`config.mk`:
```
export PLATFORM = sky130hd
export DESIGN_NAME = fba_ram
export DESIGN_NICKNAME = d
export VERILOG_FILES = /design/src/rtl/core/fba_ram.sv
export SDC_FILE = /design/constraint.sdc
export NUM_CORES = 2
export LEC_CHECK = 0
export ABC_AREA = 1
export BUFFER_PORTS_ARGS = -buffer_cell sky130_fd_sc_hd__buf_4
export CAP_MARGIN = 20
export CELL_PAD_IN_SITES_DETAIL_PLACEMENT = 1
export CELL_PAD_IN_SITES_GLOBAL_PLACEMENT = 1
export CORE_MARGIN = 10
export CORE_UTILIZATION = 25
export DETAILED_ROUTE_END_ITERATION = 10
export PLACE_DENSITY_LB_ADDON = 0.1
export SKIP_LAST_GASP = 1
export SLEW_MARGIN = 20
export SYNTH_ARGS = -nofsm -noshare
export SYNTH_HDL_FRONTEND = slang
export SYNTH_SLANG_ARGS = --single-unit
```
`constraint.sdc`:
```
create_clock -name clock -period 2.3 [get_ports clock]
set_input_delay 0.115 -clock clock [delete_from_list [all_inputs] [get_ports clock]]
set_output_delay 0.115 -clock clock [all_outputs]
set_load 0.1 [all_outputs]
```
`src/rtl/core/fba_ram.sv`:
```
`default_nettype none

module fba_ram #(
   parameter int DEPTH  = 128,
   parameter int ADDR_W = 7,
   parameter int WIDTH  = 32
) (
   input  wire logic              clock,
   input  wire logic              wr_en,
   input  wire logic [ADDR_W-1:0] wr_addr,
   input  wire logic [WIDTH-1:0]  wr_data,
   input  wire logic [ADDR_W-1:0] rd_addr,
   output      logic [WIDTH-1:0]  rd_data
);

   logic [WIDTH-1:0] mem [DEPTH];

   always_ff @(posedge clock) begin
      if (wr_en) begin
         mem[wr_addr] <= wr_data;
      end
   end

   always_ff @(posedge clock) begin
      rd_data <= mem[rd_addr];
   end

endmodule

`default_nettype wire

```
==> impl_metrics.py <==
metrics = {
    "critical_path": {
        "worst-path-buf-inv": 1,
        "critPathKind": "flip-flop to output port",
        "critical_path.top_delay_family": "flip-flops",
        "cp.required_ns": 2.18,
        "cpMaxStageDelayCell": "dfxtp_1",
        "r2r_start": "mem[99][24]",
        "rr_worst_depth": 9,
        "cp_max_fo": 1,
        "path_cells": "buf_4",
        "reg2reg_to": "rd_data[24]",
        "start_kind": "flip-flop",
        "crit_arrival_ns": 2.15,
        "slowest_delay_ns": 0.69,
        "end_kind": "output port",
        "worst-r2r-setup-slack_ns": 0.07,
    },
    "logic_synthesis": {
        "syn_inst": 13400,
        "avgSynthCellArea_sq_um": 12.3,
        "syn-cell-area_sq_um": 165000,
        "yosys_warnings": 0,
        "ys_ff_latch": 4128,
        "ys_types": 15,
        "syn-num-nets": 13400,
        "synth-seq-area-share_pct": 75.1,
    },
    "timing": {
        "setup-tns-final_ns": 0,
        "maxSlewHeadroom_pct": 23.5,
        "fin_skew_ns": 0.0333,
        "rsz0062_at_grt": "false",
        "fin_crit_ns": 2.26,
        "max_freq_mhz": 442,
        "finalSetupViolCount": 0,
        "slew_violations": 0,
        "tightestPinTransition_ns": 1.15,
        "finalCritPeriodShare_pct": 98.4,
        "hold_viol_final": 0,
    },
    "pwr": {
        "p_leak_nw": 71.3,
        "power_density_nw_per_um2": 839,
        "ir_drop_mv": 0.617,
        "power_w": 0.172,
    },
    "global_routing": {
        "met1_usage_pct": 26.6,
        "use_met2_pct": 32.4,
        "grt_pass1_wl_mm": 953,
        "antenna_found_initial": 65,
        "grt_pass1_vias": 118000,
        "grt.total_usage_pct": 19.2,
        "overflow": 0,
        "top_usage_layer": "met2",
        "use_met3_pct": 2.14,
        "grt_max_degree": 129,
    },
    "clocking": {
        "clk-insertion-delay-late_ns": 1.06,
        "cts_root_buf": "clkbuf_16",
        "clockBufferDepth": 4,
        "cts_sinks": 4128,
        "cts.htree.levels": 5,
        "cts_tree": "yes",
        "cts_buffers": 477,
        "post_cts_buffers": 0,
        "path_clk_slew_ns": 0.06,
    },
    "hold_path": {
        "min_path_type": "input pin to flip-flop",
        "hold_path_end": "rd_data[29]",
        "hold_depth": 7,
        "min_from": "rd_addr[4]",
    },
    "finish": {
        "nets": 14500,
        "final_cell_mix": "4142 x nand2_1, 4096 x edfxtp_1, 4032 x nand3_1, 888 x buf_4, 505 x buf_12",
        "final_cell_count_no_fill": 23600,
        "layout_commonest_cell": "nand2_1",
        "syn_to_final_growth_pct": 24.4,
        "post-route-util_pct": 31.2,
        "drive_above_1_share_pct": 15.0,
    },
    "die": {
        "io-pin-count": 80,
        "start_util_pct": 25.0,
        "die_area_sq_um": 691000,
        "fp.coreArea_sq_um": 657000,
        "fp.dieW_um": 832,
        "rows": 298,
        "die_y_um": 832,
    },
    "routing": {
        "route.detailed.drc": 0,
        "routed_wirelength_mm": 684,
        "vias": 113000,
        "viasPerCell": 4.79,
        "avgRoutedWirePerCell_um": 29.0,
        "drtAntennaViolNets": 0,
        "first_iter_violations": 8789,
        "drt_pre_antenna_iters": 5,
    },
    "placement": {
        "portBuffers": 79,
        "dp_cells": 22600,
        "place.gp.congestion": 0.787,
        "dp_hpwl_mm": 431,
    },
    "flow_run": {
        "max_cap_viol_count": 0,
    },
    "status": {
        "status": "finished clean",
    },
}
==> flip-flops by register name, indices dropped and copies added (netlist names) <==
signal and cells:
mem 4096, rd_data 32
==> synth_stat cells <==
master,number,share of area [%]
nor2_1,134,0.31
edfxtp_1,4096,75
buf_8,1,0.0091
inv_4,2,0.0076
inv_1,20,0.046
nand3_1,4035,12
nand2_1,4151,9.5
buf_1,100,0.23
clkbuf_1,109,0.25
buf_4,86,0.39
dfxtp_1,32,0.39
nor3_1,8,0.024
buf_2,602,1.8
inv_2,2,0.0046
buf_6,11,0.075
==> power by group <==
part           total [W]  internal [W]  switching, W
Sequential        0.0834        0.0831      0.000305
Combinational     0.0140       0.00410       0.00985
Clock             0.0746        0.0428        0.0318
Total              0.172         0.130        0.0420
==> per-layer routing <==
layer	vias to the layer above	wire, um
met3	714	25700
li1	50300	-
met2	2279	327000
met5	-	69
met4	10	16000
met1	59500	315000
==> timing repair <==
action	in CTS	in global routing
endpoints found under the hold margin	4617	0
setup endpoints to repair	13	2
pin swaps	0	0
resized for setup	15	2
hold buffers	48	0
==> through the flow <==
stage / hold WS, ns / setup WS, ns / instance area [sq um]
floorplan: 0.214 / -0.213 / 165000
global placement: 0.497 / -0.902 / 189000
detailed placement: 0.502 / -0.910 / 189000
CTS: 0.00517 / -0.0279 / 205000
global route: 0.0539 / 0.0000757 / 205000
finish: 0.0950 / 0.0376 / 205000
==> worst register-to-register path: cells and delay by family, from the launching register on <==
kind / cells / cell delay (ns)
flip-flops: 1 / 0.42
AND/OR/NAND/NOR: 8 / 1.44
buffers and inverters: 1 / 0.23
==> logic make-up after synthesis <==
kind of cell,share of synthesized area (%)
buf+inv,2.84
simple gates,22.1
flops,75.1
==> how the worst max path moves through the flow <==
stage | from | endpoint | slack [ns] | depth (start not counted)
floorplan | wr_en | mem[105][0] | -0.21 | 4
global placement | rd_addr[0] | rd_data[24] | -0.90 | 14
detailed placement | rd_addr[0] | rd_data[24] | -0.91 | 14
CTS | rd_data[2] | rd_data[2] | -0.03 | 1
global route | mem[63][25] | rd_data[25] | 0.00008 | 10
finish | rd_data[8] | rd_data[8] | 0.04 | 1
==> cell type report <==
type	count	area, sq um
fillers	70300	453000
flip-flops and latches	4128	124000
multi-input cells	8328	37300
repair buffers	1479	17700
clock buffers	624	12800
well taps	8700	10900
clock inverters	257	2260
inverters	24	143
diodes	21	52.6
(Power assumes the default switching activity.)
