**src/rtl/core/fba_pkg.sv**
```systemverilog
`default_nettype none

package fba_pkg;

   localparam int FRAME_W     = 12;
   localparam int WORD_BITS   = 32;
   localparam int BIT_IDX_W   = 5;
   localparam int WORD_IDX_W  = FRAME_W - BIT_IDX_W;
   localparam int FIELD_WORDS = 128;
   localparam int CSR_W       = 8;
   localparam int OP_W        = 2;
   localparam int STAT_W      = 2;

   localparam logic [CSR_W-1:0] WORDS_RESET = 8'd128;

   localparam logic [OP_W-1:0] OP_ALLOC = 2'd0;
   localparam logic [OP_W-1:0] OP_FREE  = 2'd1;
   localparam logic [OP_W-1:0] OP_TEST  = 2'd2;

   localparam logic [STAT_W-1:0] STAT_DONE  = 2'd0;
   localparam logic [STAT_W-1:0] STAT_NOP   = 2'd1;
   localparam logic [STAT_W-1:0] STAT_EMPTY = 2'd2;

   typedef struct packed {
      logic [OP_W-1:0]    opcode;
      logic [FRAME_W-1:0] page_frame;
      logic               kernel_page;
      logic               rw_wanted;
   } req_type;

   typedef struct packed {
      logic [FRAME_W-1:0] new_frame;
      logic               present;
      logic               writable;
      logic               user_mode;
      logic               frame_used;
      logic [STAT_W-1:0]  status;
   } rsp_type;

   typedef struct packed {
      logic                 found;
      logic [WORD_BITS-1:0] free_bit;
      logic [BIT_IDX_W-1:0] bit_idx;
   } zero_hit_type;

endpackage

`default_nettype wire

```
**src/rtl/core/fba_zero_find.sv**
```systemverilog
`default_nettype none

module fba_zero_find (
   input  wire logic [fba_pkg::WORD_BITS-1:0] word,
   output      fba_pkg::zero_hit_type         hit
);
   import fba_pkg::*;

   logic [WORD_BITS-1:0] inv;
   logic [WORD_BITS-1:0] iso;

   // isolate the lowest clear bit of the word
   assign inv = ~word;
   assign iso = inv & (~inv + WORD_BITS'(1));

   always_comb begin
      hit.found    = |inv;
      hit.free_bit = iso;
      hit.bit_idx  = '0;
      for (int i = 0; i < WORD_BITS; i++) begin
         if (iso[i]) begin
            hit.bit_idx = hit.bit_idx | BIT_IDX_W'(i);
         end
      end
   end

endmodule

`default_nettype wire

```
**config.mk**
```make
export PLATFORM = sky130hd
export DESIGN_NAME = fba_zero_find
export DESIGN_NICKNAME = d
export VERILOG_FILES = /design/src/rtl/core/fba_pkg.sv /design/src/rtl/core/fba_zero_find.sv
export SDC_FILE = /design/constraint.sdc
export NUM_CORES = 1
export LEC_CHECK = 0
export ABC_AREA = 1
export BUFFER_PORTS_ARGS = -buffer_cell sky130_fd_sc_hd__buf_2
export CORE_MARGIN = 2
export CORE_UTILIZATION = 42
export DETAILED_ROUTE_END_ITERATION = 6
export PLACE_DENSITY = 0.81
export SKIP_LAST_GASP = 1
export SLEW_MARGIN = 20
export SYNTH_ARGS = -nofsm -noshare
export SYNTH_HDL_FRONTEND = slang
export SYNTH_SLANG_ARGS = --single-unit
```
**constraint.sdc**
```tcl
create_clock -name vclk -period 0.8
set_input_delay 0 -clock vclk [all_inputs]
set_output_delay 0 -clock vclk [all_outputs]
set_load 0.03 [all_outputs]
```
==> reports/metrics.csv, run 1 <==
stage;metric;value;unit
status;status;stopped before the end;
status;stage reached;clock tree synthesis;
status;Error Message;[ERROR DPL-0038] Utilization greater than 100%, impossible to legalize;
floorplanning;die height;57.2;microns
logic_synthesis;Seq/Total Area, Yosys;0;%
logic_synthesis;syn nets;289;
logic_synthesis;Unique masters post-synth;17;
place;gpl congestion;0.951;
place;HPWL after DPL;4640;microns
logic_synthesis;Area contributors post-synth;nand2_1 (20%), inv_1 (19%), nor2_1 (15%), nand3_1 (9.3%), nand4_1 (8.9%);
floorplanning;Initial Util;43.5;%
clock_network;post_cts resized;161;
logic_synthesis;Post-Synthesis Cells;257;
logic_synthesis;synthesized cell area;1190;sq um
logic_synthesis;syn avg cell area;4.63;sq um
place;Port-buffer cells;70;
clock_network;Hold Buf Count CTS;0;
floorplanning;I/O pin count;70;
clock_network;setup bufs post-CTS;8;
floorplanning;Die W;57.2;microns
logic_synthesis;cell taking the most area after synthesis;nand2_1;
logic_synthesis;Yosys top cell area share;19.9;%
floorplanning;cell row count;19;
logic_synthesis;warnings from Yosys;0;
cell usage after synthesis:
| library cell | n |
|---|---|
| inv_1 | 61 |
| nor2_4 | 7 |
| nand3_1 | 22 |
| nor3_1 | 13 |
| nor2_1 | 47 |
| nand3b_1 | 4 |
| nand3_2 | 4 |
| nor3_2 | 1 |
| or2_2 | 2 |
| nand2_2 | 5 |
| nand4_1 | 17 |
| inv_2 | 1 |
| nand2_1 | 63 |
| a21oi_1 | 3 |
| and2_1 | 1 |
| nor4_1 | 1 |
| nor2_2 | 5 |
stage by stage:
step	area [sq um]	utilization (%)	setup WS (ps)	instances
after floorplan	1340	-	-250	257
after global placement	2250	82.5	-547	428
after detailed placement	2250	82.5	-591	428
cells by family after synthesis:
family	share of synthesized area, %
buffers and inverters	19.6
AOI/OAI and AO/OA	1.26
and+or+nand+nor	79.2
==> inputs of run 2 (changes only) <==
Settings changed: CORE_AREA set to 2 2 63 65, CORE_MARGIN 2 to not set, CORE_UTILIZATION 42 to not set, DIE_AREA set to 0 0 65 67, PLACE_DENSITY 0.81 to not set, PLACE_DENSITY_LB_ADDON set to 0.15.
Clock period 0.8 ns to 1 ns, I/O delays scaled along.
==> run 2 against run 1 <==
  * The flow now finishes, with violations (negative setup slack)
  * Synthesized area did not move
  * Synthesized cell count did not move
==> reports/metrics.csv, run 2 <==
stage;metric;value;unit;change
status;status;complete, but fails checks;;
status;failing checks;negative setup slack;;
sta;slew margin rel.;82.4;%;
global_route;number of global-route vias before repair;2176;;
floorplanning;die height;67;microns;+17%
logic_synthesis;synthesized cell area;1190;sq um;unchanged
logic_synthesis;synth cell count leaders;nand2_1 (63), inv_1 (61), nor2_1 (47);;
global_route;first-pass GRT wire length;9460;microns;
logic_synthesis;syn nets;289;;unchanged
clock_network;Hold Buf Count CTS;0;;unchanged
flow_run;max-cap check violation count;0;;
logic_synthesis;Area contributors post-synth;nand2_1 (20%), inv_1 (19%), nor2_1 (15%), nand3_1 (9.3%), nand4_1 (8.9%);;
cells_and_area;commonest non-fill, non-tap cell in the layout;buf_4;;
floorplanning;Die W;65;microns;+14%
sta;Tcrit/Tclk final;139;%;
power;Worst IR Drop VDD;233;uV;
detailed_routing;Routed WL;8560;microns;
floorplanning;cell row count;22;;+3
sta;Final Max Tran Viols;0;;
sta;RSZ-0062 raised after global routing;true;;
sta;worst-margin pin slew;262;ps;
detailed_routing;vias;2663;;
cells_and_area;final core utilization;86.8;%;
cells_and_area;Sequential Area;0;sq um;
detailed_routing;Final ANT Viol Nets;0;;
global_route;GRT overflow;0;;
cells_and_area;Seq cells;0;;
detailed_routing;Post-route DRC;0;;
place;pre-CTS setup slack;-378;ps;+213 ps
cells_and_area;antenna fix cells;0;;
sta;maximum clock frequency;719;MHz;
logic_synthesis;Seq/Total Area, Yosys;0;%;unchanged
critical_path;Worst EP required;1000;ps;
global_route;Total Routing Usage GR;27.6;%;
logic_synthesis;syn avg cell area;4.63;sq um;unchanged
detailed_routing;drt wl/cell;18.5;microns;
critical_path;Crit Path Max Fanout;6;;
floorplanning;Initial Util;33.0;%;-11 points
cells_and_area;Nets;448;;
logic_synthesis;cell taking the most area after synthesis;nand2_1;;
sta;final hold violations;0;;
critical_path;Critical Setup Path Class;in -> out;;
worst_hold_path;worst min-delay path class;in -> out;;
cells_and_area;commonest non-fill, non-tap cells in the layout;buf_4 (86), buf_6 (43), inv_1 (39), nand2_1 (34), nor2_1 (25);;
cells_and_area;Clock buffer cells;0;;
critical_path;crit path DAT;1390;ps;
critical_path;CP Capture Type;output port;;
global_route;initial antenna violation count;0;;
logic_synthesis;Unique masters post-synth;17;;unchanged
power;pwr/cell area;242;nW/um^2;
place;DP Area;2270;sq um;+0.83%
place;Port-buffer cells;70;;unchanged
floorplanning;I/O pin count;70;;unchanged
cells_and_area;layout cell share with drive strength beyond 1;65.0;%;
place;HPWL after DPL;4370;microns;-5.8%
logic_synthesis;most frequent cell after synthesis;nand2_1;;
detailed_routing;DR pass1 iterations;6;;
critical_path;Startpoint Class;input port;;
sta;post-layout minimum cycle time;1390;ps;
logic_synthesis;Post-Synthesis Cells;257;;unchanged
logic_synthesis;warnings from Yosys;0;;unchanged
global_route;largest net degree at the start of global routing;9;;
floorplanning;die area;4360;sq um;
sta;final-report setup violation count;27;;
sta;final hold slack;346;ps;
sta;Worst Setup Slack, final;-392;ps;
cells_and_area;fin area;3130;sq um;
cells_and_area;synth-to-layout area growth;163;%;
logic_synthesis;Yosys top cell area share;19.9;%;unchanged
detailed_routing;1st-iter DRT viols;212;;
detailed_routing;Avg Vias per Cell;5.76;;
place;gpl congestion;0.925;;-2.7%
floorplanning;core area;3610;sq um;
power;leakage power total;1.70;nW;
## run 2: cell counts after synthesis
Identical to the previous run, type by type.
## run 2: worst max-delay path, stage by stage
cell      delay (ps)
buf_12           100
nand2_8           70
nor2_4           160
nand2_2          120
nor2_4           240
nand2_2          120
nand2_1          110
inv_1             80
nand3_1          100
nor2_1            60
nand3b_1         100
buf_6            140
## run 2: worst paths after layout
path,cells after the start,start,end
worst min-delay path,3,word[0],hit[5]
worst max-delay path,12,word[6],hit[2]
## run 2: layout make-up
cell class / instances / area [sq um]
fillers: 179 / 474
repair buffers: 157 / 1410
well taps: 48 / 60.1
inverters: 62 / 245
multi-input cells: 195 / 1420
## run 2: where the power goes
group / internal (mW) / switching [mW]
sequential: 0 / 0
clock: 0 / 0
combinational: 0.356 / 0.403
## run 2: metal layers
layer,up-vias,track usage (%),share of wire [%]
li1,1120,-,-
met1,1210,29.6,32
met2,246,57.1,50
met3,87,0.845,8.9
met4,0,8.51,8.9
met5,-,0,0
## run 2: cells by family after synthesis
family | share of synthesized area [%]
AOI/OAI and AO/OA | 1.26
buffers and inverters | 19.6
and+or+nand+nor | 79.2
## run 2: what timing repair did
action / in CTS / in global routing
resized for setup: 132 / 95
setup endpoints to repair: 30 / 29
buffers inserted: 2 / 18
pin swaps: 34 / 36
## run 2: stage by stage
stage	setup TNS, ps	std cells	power, mW
after floorplan	-166	257	0.189
after global placement	-5480	445	0.466
after detailed placement	-5990	445	0.468
after CTS	-1530	446	0.589
after global routing	-5590	462	0.785
final	-4460	462	0.759
(Power assumes the default switching activity.)
